===== src/sv/combined_mrg_rng_with_skip_unit_assert.svh =====
// Assertion macros used by the generator controller.
`ifndef COMBINED_MRG_RNG_WITH_SKIP_UNIT_ASSERT_SVH
`define COMBINED_MRG_RNG_WITH_SKIP_UNIT_ASSERT_SVH

// The consequent must hold in the same cycle as the antecedent.
`define CMRS_ASSERT_NOW(label, pre, post, msg) \
  label: assert property (@(posedge clk) disable iff (rst) (pre) |-> (post)) \
    else $error(msg);

// The consequent must hold in the cycle after the antecedent.
`define CMRS_ASSERT_NEXT(label, pre, post, msg) \
  label: assert property (@(posedge clk) disable iff (rst) (pre) |=> (post)) \
    else $error(msg);

`endif


===== src/sv/cmrs_pkg.sv =====
`default_nettype none

package cmrs_pkg;

  localparam logic [31:0] M_X       = 32'd4294967087;
  localparam logic [31:0] M_Y       = 32'd4294944443;
  localparam logic [14:0] D_X       = 15'd209;
  localparam logic [14:0] D_Y       = 15'd22853;
  localparam logic [31:0] A_X2      = 32'd1403580;
  localparam logic [31:0] A_X3_NEG  = 32'd4294156359;
  localparam logic [31:0] A_Y1      = 32'd527612;
  localparam logic [31:0] A_Y3_NEG  = 32'd4293573854;
  localparam logic [32:0] NORM      = 33'd4294967088;
  localparam logic [31:0] SEED_X_RST = 32'd12345;
  localparam logic [31:0] SEED_Y_RST = 32'd12346;

  localparam logic [1:0] CFG_SEED_X = 2'd0;
  localparam logic [1:0] CFG_SEED_Y = 2'd1;
  localparam logic [1:0] CFG_ANTI   = 2'd2;

  localparam int RAM_DEPTH = 128;
  localparam int RAM_AW    = 7;

  localparam logic [1:0] MAT_A = 2'd0;
  localparam logic [1:0] MAT_P = 2'd1;
  localparam logic [1:0] MAT_T = 2'd2;

  typedef enum logic [3:0] {
    ST_IDLE,
    ST_SK_INIT,
    ST_SK_LOOP,
    ST_MAC_RA,
    ST_MAC_RB,
    ST_MAC_LB,
    ST_MAC_GO,
    ST_MAC_WAIT,
    ST_VEC_COMMIT,
    ST_CP_RD,
    ST_CP_WR,
    ST_DRAW_OUT,
    ST_COMP
  } state_t;

  typedef enum logic [1:0] {
    JOB_DRAW,
    JOB_MUL,
    JOB_VEC
  } job_t;

  typedef enum logic [1:0] {
    WS_INIT,
    WS_ACC,
    WS_RDATA
  } wsrc_t;

  typedef enum logic {
    OPA_RAM,
    OPA_COEF
  } opa_src_t;

  typedef enum logic {
    OPB_RAM,
    OPB_VEC
  } opb_src_t;

  typedef struct packed {
    logic              sel;
    logic [RAM_AW-1:0] raddr;
    logic              we;
    logic [RAM_AW-1:0] waddr;
    wsrc_t             wsrc;
    logic              lda;
    opa_src_t          opa_src;
    logic              ldb;
    opb_src_t          opb_src;
    logic [1:0]        vidx;
    logic [1:0]        kidx;
    logic              go;
    logic              acc_clr;
    logic              tv_ld;
    logic [1:0]        tv_idx;
    logic              vec_commit;
    logic              load_skip;
    logic              draw_commit;
    logic              comp_out;
    logic              n_shift;
  } cmd_t;

  typedef struct packed {
    logic busy;
    logic slot_busy;
    logic n_zero;
    logic n_lsb;
    logic anti;
  } sts_t;

  function automatic logic [3:0] idx3(input logic [1:0] r, input logic [1:0] c);
    return {1'b0, r, 1'b0} + {2'b00, r} + {2'b00, c};
  endfunction

  function automatic logic [RAM_AW-1:0] ram_addr(input logic s, input logic [1:0] mat,
                                                 input logic [3:0] idx);
    return {s, mat, idx};
  endfunction

  function automatic logic [31:0] coef(input logic s, input logic [1:0] k);
    logic [31:0] v;
    v = '0;
    unique case ({s, k})
      3'b000:  v = A_X2;
      3'b001:  v = A_X3_NEG;
      3'b100:  v = A_Y1;
      3'b101:  v = A_Y3_NEG;
      default: v = '0;
    endcase
    return v;
  endfunction

  // Identity for the accumulated jump, one-step companion matrix for the power.
  function automatic logic [31:0] init_val(input logic [RAM_AW-1:0] addr);
    logic [31:0] v;
    v = '0;
    if (addr[5:4] == MAT_A) begin
      if (addr[3:0] == 4'd0 || addr[3:0] == 4'd4 || addr[3:0] == 4'd8) begin
        v = 32'd1;
      end
    end else begin
      case (addr[3:0])
        4'd0:    v = addr[6] ? A_Y1 : '0;
        4'd1:    v = addr[6] ? '0 : A_X2;
        4'd2:    v = addr[6] ? A_Y3_NEG : A_X3_NEG;
        4'd3:    v = 32'd1;
        4'd7:    v = 32'd1;
        default: v = '0;
      endcase
    end
    return v;
  endfunction

  function automatic logic [31:0] reduce_seed(input logic [31:0] s, input logic [31:0] m);
    return (s >= m) ? s - m : s;
  endfunction

endpackage

`default_nettype wire


===== src/sv/cmrs_ctrl.sv =====
`default_nettype none

`include "combined_mrg_rng_with_skip_unit_assert.svh"

module cmrs_ctrl import cmrs_pkg::*; (
  input  wire logic clk,
  input  wire logic rst,
  input  wire logic item_valid,
  output logic      item_stall,
  input  wire logic op,
  input  wire sts_t sts,
  output cmd_t      cmd
);

  state_t     state, state_next;
  job_t       job, job_next;
  logic       sel, sel_next;
  logic       sq, sq_next;
  logic [1:0] i, i_next;
  logic [1:0] j, j_next;
  logic [1:0] k, k_next;
  logic [3:0] idx, idx_next;
  logic       pending, pending_next;
  logic [1:0] kmax;
  logic [1:0] dvidx;

  assign kmax = (job == JOB_DRAW) ? 2'd1 : 2'd2;
  assign dvidx = (k == 2'd0) ? (sel ? 2'd0 : 2'd1) : 2'd2;
  assign item_stall = (state != ST_IDLE);

  always_ff @(posedge clk) begin
    if (rst) begin
      state   <= ST_IDLE;
      job     <= JOB_DRAW;
      sel     <= 1'b0;
      sq      <= 1'b0;
      i       <= '0;
      j       <= '0;
      k       <= '0;
      idx     <= '0;
      pending <= 1'b0;
    end else begin
      state   <= state_next;
      job     <= job_next;
      sel     <= sel_next;
      sq      <= sq_next;
      i       <= i_next;
      j       <= j_next;
      k       <= k_next;
      idx     <= idx_next;
      pending <= pending_next;
    end
  end

  always_comb begin
    state_next   = state;
    job_next     = job;
    sel_next     = sel;
    sq_next      = sq;
    i_next       = i;
    j_next       = j;
    k_next       = k;
    idx_next     = idx;
    pending_next = pending;
    unique case (state)
      ST_IDLE: begin
        if (item_valid) begin
          if (op) begin
            sel_next   = 1'b0;
            sq_next    = 1'b0;
            idx_next   = '0;
            state_next = ST_SK_INIT;
          end else if (sts.anti && pending) begin
            state_next = ST_COMP;
          end else begin
            job_next   = JOB_DRAW;
            sel_next   = 1'b0;
            k_next     = '0;
            state_next = ST_MAC_RA;
          end
        end
      end
      ST_SK_INIT: begin
        if (idx == 4'd8) begin
          idx_next = '0;
          if (!sq) begin
            sq_next = 1'b1;
          end else begin
            sq_next = 1'b0;
            if (!sel) begin
              sel_next = 1'b1;
            end else begin
              sel_next   = 1'b0;
              state_next = ST_SK_LOOP;
            end
          end
        end else begin
          idx_next = idx + 4'd1;
        end
      end
      ST_SK_LOOP: begin
        sel_next   = 1'b0;
        i_next     = '0;
        j_next     = '0;
        k_next     = '0;
        state_next = ST_MAC_RA;
        if (sts.n_zero) begin
          job_next = JOB_VEC;
          sq_next  = 1'b0;
        end else begin
          job_next = JOB_MUL;
          sq_next  = !sts.n_lsb;
        end
      end
      ST_MAC_RA:   state_next = ST_MAC_RB;
      ST_MAC_RB:   state_next = ST_MAC_LB;
      ST_MAC_LB:   state_next = ST_MAC_GO;
      ST_MAC_GO:   state_next = ST_MAC_WAIT;
      ST_MAC_WAIT: begin
        if (!sts.busy) begin
          if (k != kmax) begin
            k_next     = k + 2'd1;
            state_next = ST_MAC_RA;
          end else begin
            k_next = '0;
            unique case (job)
              JOB_DRAW: begin
                if (!sel) begin
                  sel_next   = 1'b1;
                  state_next = ST_MAC_RA;
                end else begin
                  state_next = ST_DRAW_OUT;
                end
              end
              JOB_MUL: begin
                if (j == 2'd2) begin
                  j_next = '0;
                  if (i == 2'd2) begin
                    i_next     = '0;
                    idx_next   = '0;
                    state_next = ST_CP_RD;
                  end else begin
                    i_next     = i + 2'd1;
                    state_next = ST_MAC_RA;
                  end
                end else begin
                  j_next     = j + 2'd1;
                  state_next = ST_MAC_RA;
                end
              end
              JOB_VEC: begin
                if (i == 2'd2) begin
                  i_next     = '0;
                  state_next = ST_VEC_COMMIT;
                end else begin
                  i_next     = i + 2'd1;
                  state_next = ST_MAC_RA;
                end
              end
              default: state_next = ST_IDLE;
            endcase
          end
        end
      end
      ST_VEC_COMMIT: begin
        if (!sel) begin
          sel_next   = 1'b1;
          state_next = ST_MAC_RA;
        end else begin
          sel_next   = 1'b0;
          state_next = ST_IDLE;
        end
      end
      ST_CP_RD: state_next = ST_CP_WR;
      ST_CP_WR: begin
        if (idx == 4'd8) begin
          idx_next = '0;
          if (!sel) begin
            sel_next   = 1'b1;
            state_next = ST_MAC_RA;
          end else if (!sq) begin
            sq_next    = 1'b1;
            sel_next   = 1'b0;
            state_next = ST_MAC_RA;
          end else begin
            sel_next   = 1'b0;
            state_next = ST_SK_LOOP;
          end
        end else begin
          idx_next   = idx + 4'd1;
          state_next = ST_CP_RD;
        end
      end
      ST_DRAW_OUT: begin
        if (!sts.slot_busy) begin
          pending_next = sts.anti;
          state_next   = ST_IDLE;
        end
      end
      ST_COMP: begin
        if (!sts.slot_busy) begin
          pending_next = 1'b0;
          state_next   = ST_IDLE;
        end
      end
      default: state_next = ST_IDLE;
    endcase
  end

  always_comb begin
    cmd         = '0;
    cmd.sel     = sel;
    cmd.kidx    = k;
    cmd.wsrc    = WS_INIT;
    cmd.opa_src = OPA_RAM;
    cmd.opb_src = OPB_RAM;
    unique case (state)
      ST_IDLE: begin
        cmd.load_skip = item_valid && op;
      end
      ST_SK_INIT: begin
        cmd.we    = 1'b1;
        cmd.waddr = ram_addr(sel, sq ? MAT_P : MAT_A, idx);
        cmd.wsrc  = WS_INIT;
      end
      ST_MAC_RA: begin
        cmd.raddr   = ram_addr(sel, (job == JOB_MUL && sq) ? MAT_P : MAT_A, idx3(i, k));
        cmd.acc_clr = (k == 2'd0);
      end
      ST_MAC_RB: begin
        cmd.raddr   = ram_addr(sel, MAT_P, idx3(k, j));
        cmd.lda     = 1'b1;
        cmd.opa_src = (job == JOB_DRAW) ? OPA_COEF : OPA_RAM;
      end
      ST_MAC_LB: begin
        cmd.ldb     = 1'b1;
        cmd.opb_src = (job == JOB_MUL) ? OPB_RAM : OPB_VEC;
        cmd.vidx    = (job == JOB_DRAW) ? dvidx : k;
      end
      ST_MAC_GO: begin
        cmd.go = 1'b1;
      end
      ST_MAC_WAIT: begin
        if (!sts.busy && k == kmax) begin
          case (job)
            JOB_DRAW: begin
              cmd.tv_ld  = !sel;
              cmd.tv_idx = 2'd0;
            end
            JOB_MUL: begin
              cmd.we    = 1'b1;
              cmd.waddr = ram_addr(sel, MAT_T, idx3(i, j));
              cmd.wsrc  = WS_ACC;
            end
            JOB_VEC: begin
              cmd.tv_ld  = 1'b1;
              cmd.tv_idx = i;
            end
            default: cmd.tv_ld = 1'b0;
          endcase
        end
      end
      ST_VEC_COMMIT: begin
        cmd.vec_commit = 1'b1;
      end
      ST_CP_RD: begin
        cmd.raddr = ram_addr(sel, MAT_T, idx);
      end
      ST_CP_WR: begin
        cmd.we      = 1'b1;
        cmd.waddr   = ram_addr(sel, sq ? MAT_P : MAT_A, idx);
        cmd.wsrc    = WS_RDATA;
        cmd.n_shift = (idx == 4'd8) && sel && sq;
      end
      ST_DRAW_OUT: begin
        cmd.draw_commit = !sts.slot_busy;
      end
      ST_COMP: begin
        cmd.comp_out = !sts.slot_busy;
      end
      default: cmd.go = 1'b0;
    endcase
  end

  `CMRS_ASSERT_NOW(a_go_pipe_empty, cmd.go, !sts.busy, "Multiply issued while busy.")
  `CMRS_ASSERT_NOW(a_load_slot_free, cmd.draw_commit || cmd.comp_out, !sts.slot_busy,
    "Result loaded into an occupied slot.")
  `CMRS_ASSERT_NOW(a_accept_pipe_empty, !item_stall, !sts.busy,
    "Item accepted while a multiply is in flight.")

endmodule

`default_nettype wire


===== config.mk =====
export PLATFORM = sky130hd
export DESIGN_NAME = cmrs_ctrl
export DESIGN_NICKNAME = d
export VERILOG_FILES = /design/src/sv/cmrs_pkg.sv /design/src/sv/cmrs_ctrl.sv
export VERILOG_INCLUDE_DIRS = /design/src /design/src/sv
export SDC_FILE = /design/constraint.sdc
export NUM_CORES = 1
export LEC_CHECK = 0
export BUFFER_PORTS_ARGS = -buffer_cell sky130_fd_sc_hd__buf_2
export CORE_MARGIN = 2
export CORE_UTILIZATION = 40
export CTS_BUF_LIST = sky130_fd_sc_hd__clkbuf_4
export DETAILED_ROUTE_END_ITERATION = 16
export HOLD_SLACK_MARGIN = 0.03
export MAX_ROUTING_LAYER = met4
export REMOVE_ABC_BUFFERS = 1
export SETUP_SLACK_MARGIN = 0.2
export SLEW_MARGIN = 20
export SYNTH_ARGS = -nofsm -noshare
export SYNTH_HDL_FRONTEND = slang
export SYNTH_SLANG_ARGS = --single-unit

===== constraint.sdc =====
create_clock -name clk -period 4.85 [get_ports clk]
set_clock_uncertainty 0.2 [all_clocks]
set_input_delay 0.97 -clock clk [delete_from_list [all_inputs] [get_ports clk]]
set_output_delay 0.97 -clock clk [all_outputs]
set_load 0.02 [all_outputs]

==> out/metrics.yaml <==
status: "completed"
io_pins: 46
vdd_ir_drop_max_mv: 0.179
async_flop_share_pct: 0
antenna_found_initial: 0
io_buffers: 45
die_area_mm2: 0.00631
synth_top_family_by_area: "simple AND/OR/NAND/NOR gates"
grt_pass1_vias: 2142
path_class: "reg -> out"
finalSetupViolCount: 0
worst_ep_arrival_time_ns: 2.65
hold_depth: 2
diodes: 0
fillerInstances: 567
ys_seq_area_share_pct: 16.7
r2r-end: "state[2]$_SDFFE_PP0P_"
r2r_setup_slack_ns: 2.17
numCtsBuffers: 3
hold_violations: 0
clock_sinks: 19
wl_per_cell_um: 17.6
rsz0062_at_grt: "false"
die_h_um: 79.4
core_mm2: 0.00551
critical_path_required_ns: 3.68
hpwl_um: 5220
fin_setup_tns_ns: 0
grt_max_degree: 25
overflow: 0
fin_crit_sh_pct: 78.7
nets: 349
wirelength_um: 6830
via_count: 2287
synth_xor_area_share_pct: 1.93
drc: 0
min_path_type: "reg -> reg"
synthMuxAreaShare_pct: 0.440
final.min_clock_period_ns: 3.82
cp-end-kind: "primary output"
cp-startpoint: "state[3]$_SDFFE_PP0P_"
synth_compound_area_share_pct: 28.0
die_w_um: 79.4
areaGrowthSynthToFinish_pct: 8.86
min-delay-start: "pending$_SDFFE_PP0P_"
p_leak_nw: 1.11
grt_use_total_pct: 22.7
drive_gt1_share_pct: 21.5
whs_endpoint: "pending$_SDFFE_PP0P_"
avgSynthCellArea_um2: 7.98
syn_area_mm2: 0.00227
rr_startpoint: "state[3]$_SDFFE_PP0P_"
yosysUniqueCellTypes: 68
firstDrtPassIters: 4
yosys.area_share.adder_pct: 13.4
fin_total_pwr_mw: 0.725
yosys_warnings: 0
root_buffer: "clkbuf_4"
start_kind: "flip-flop"
post_cts_buffers: 0
synth-edff-count: 0
synth_ff_type: "dfxtp_1"
clockBufferDepth: 2
fin_area_mm2: 0.00248
cts_tree: "built"
rows: 27
cts_max_level: 1
syn_inst: 285
ant_nets: 0
cap_violations: 0
powerDensity_mw_per_mm2: 293
postPlaceCellArea_mm2: 0.00245
grt_pass1_wl_um: 10900
clk_latency_ns: 0.33
path_clk_slew_ns: 0.14
drt_iter0_drc: 300
vias_per_cell: 5.88
gp_congestion: 0.864
initial_core_util_pct: 41.3
slew_viol_final: 0
postCtsHoldBufs: 0
slew-limit-headroom_pct: 41.7
hold_slack_ns: 0.335
reg2regPathDepth: 6
max_freq_ghz: 0.262
ys_ff_latch: 19
critPathMaxFanout: 17
post_cts_resized: 0
synthSimpleGateAreaFrac_pct: 28.7
worst_pin_slew_ns: 0.874
[where the power goes]
group | switching [mW] | internal, mW | total [mW]
Clock | 0.0621 | 0.0316 | 0.0937
Combinational | 0.234 | 0.160 | 0.394
Sequential | 0.0616 | 0.176 | 0.237
[final cells by class]
type	count	area, um2	area share [%]
clock buffer	3	22.5	0.910
inverter	23	86.3	3.49
clock inverter	1	7.51	0.303
timing repair buffer	47	240	9.70
sequential	19	380	15.4
tap	72	90.1	3.64
multi-input combinational	224	1650	66.6
[cells in the mapped netlist, types with 3 or more instances]
| master | instances | area [um2] |
|---|---|---|
| dfxtp_1 | 19 | 380 |
| a22o_1 | 5 | 43.8 |
| o21a_1 | 4 | 30.0 |
| inv_1 | 22 | 82.6 |
| and2_1 | 6 | 37.5 |
| a22oi_1 | 5 | 37.5 |
| or2_1 | 3 | 18.8 |
| a21oi_1 | 19 | 95.1 |
| a311oi_1 | 3 | 26.3 |
| or3_1 | 4 | 25.0 |
| buf_4 | 5 | 37.5 |
| o21ai_0 | 13 | 65.1 |
| nor4_1 | 3 | 18.8 |
| nand3b_1 | 3 | 22.5 |
| o31ai_1 | 4 | 30.0 |
| ha_1 | 18 | 225 |
| nand3_1 | 13 | 65.1 |
| nor2_1 | 25 | 93.8 |
| or2b_2 | 3 | 26.3 |
| xnor2_1 | 4 | 35.0 |
| nand2_1 | 17 | 63.8 |
| fa_1 | 4 | 80.1 |
| a221o_1 | 3 | 30.0 |
| nand4_1 | 3 | 18.8 |
| nand2b_1 | 7 | 43.8 |
| a21o_1 | 3 | 22.5 |
| buf_6 | 4 | 45.0 |
| a221oi_1 | 3 | 26.3 |
| clkbuf_8 | 3 | 41.3 |
| and3_1 | 3 | 18.8 |
| buf_2 | 4 | 20.0 |
| nor3_1 | 6 | 30.0 |
[sequential cells by signal, indices dropped and copies added (netlist names)]
signal	flops
idx	4
state	4
i	2
j	2
job	2
k	2
pending	1
sel	1
sq	1
[kinds of logic (layout without fill, tap and decap cells)]
group           Yosys count  count (layout)
compound gates           84              84
xor+xnor                  5               5
fa+ha+maj                22              22
buf+inv                  42              74
flops                    19              19
mux                       1               1
simple gates            112             112
[worst max path at each step]
| stage | cells past startpoint | end | slack (ns) |
|---|---|---|---|
| floorplan | 7 | cmd[26] | 1.34 |
| global placement | 6 | cmd[26] | 1.56 |
| detailed placement | 7 | cmd[26] | 1.44 |
| CTS | 7 | cmd[26] | 1.03 |
| global route | 7 | cmd[26] | 0.82 |
| finish | 7 | cmd[26] | 1.03 |
[per-stage QoR]
step,util (%),instances,setup slack (ns)
floorplan,-,266,1.34
global placement,44.4,385,1.56
detailed placement,44.4,385,1.44
CTS,45.0,389,1.03
global route,45.0,389,0.820
finish,45.0,389,1.03
[cells in the final DEF (no fill, tap or decap), drive strengths merged, types with 5 or more instances in the layout]
cell     n
nand3   13
o21ai   13
buf     47
a22o     5
or3      5
inv     23
nand2   17
dfxtp   19
nor2    25
a21oi   21
and2     6
ha      18
nor3     6
nand2b   7
a22oi    5
[worst max-delay path: stages, from the launching register on]
cell     delay, ns
dfxtp_1       0.51
buf_4         0.28
inv_1         0.20
nand3_1       0.12
a21oi_1       0.72
or2_1         0.21
and2_1        0.12
buf_2         0.16
[routing by layer]
layer	wire length (um)	track usage, %	vias to the layer above
met5	0	-	-
met4	136	7.76	0
met3	507	4.07	15
met2	3120	34.1	92
met1	3060	30.8	1074
li1	-	-	1106
Power figures use the tool's default switching activity.
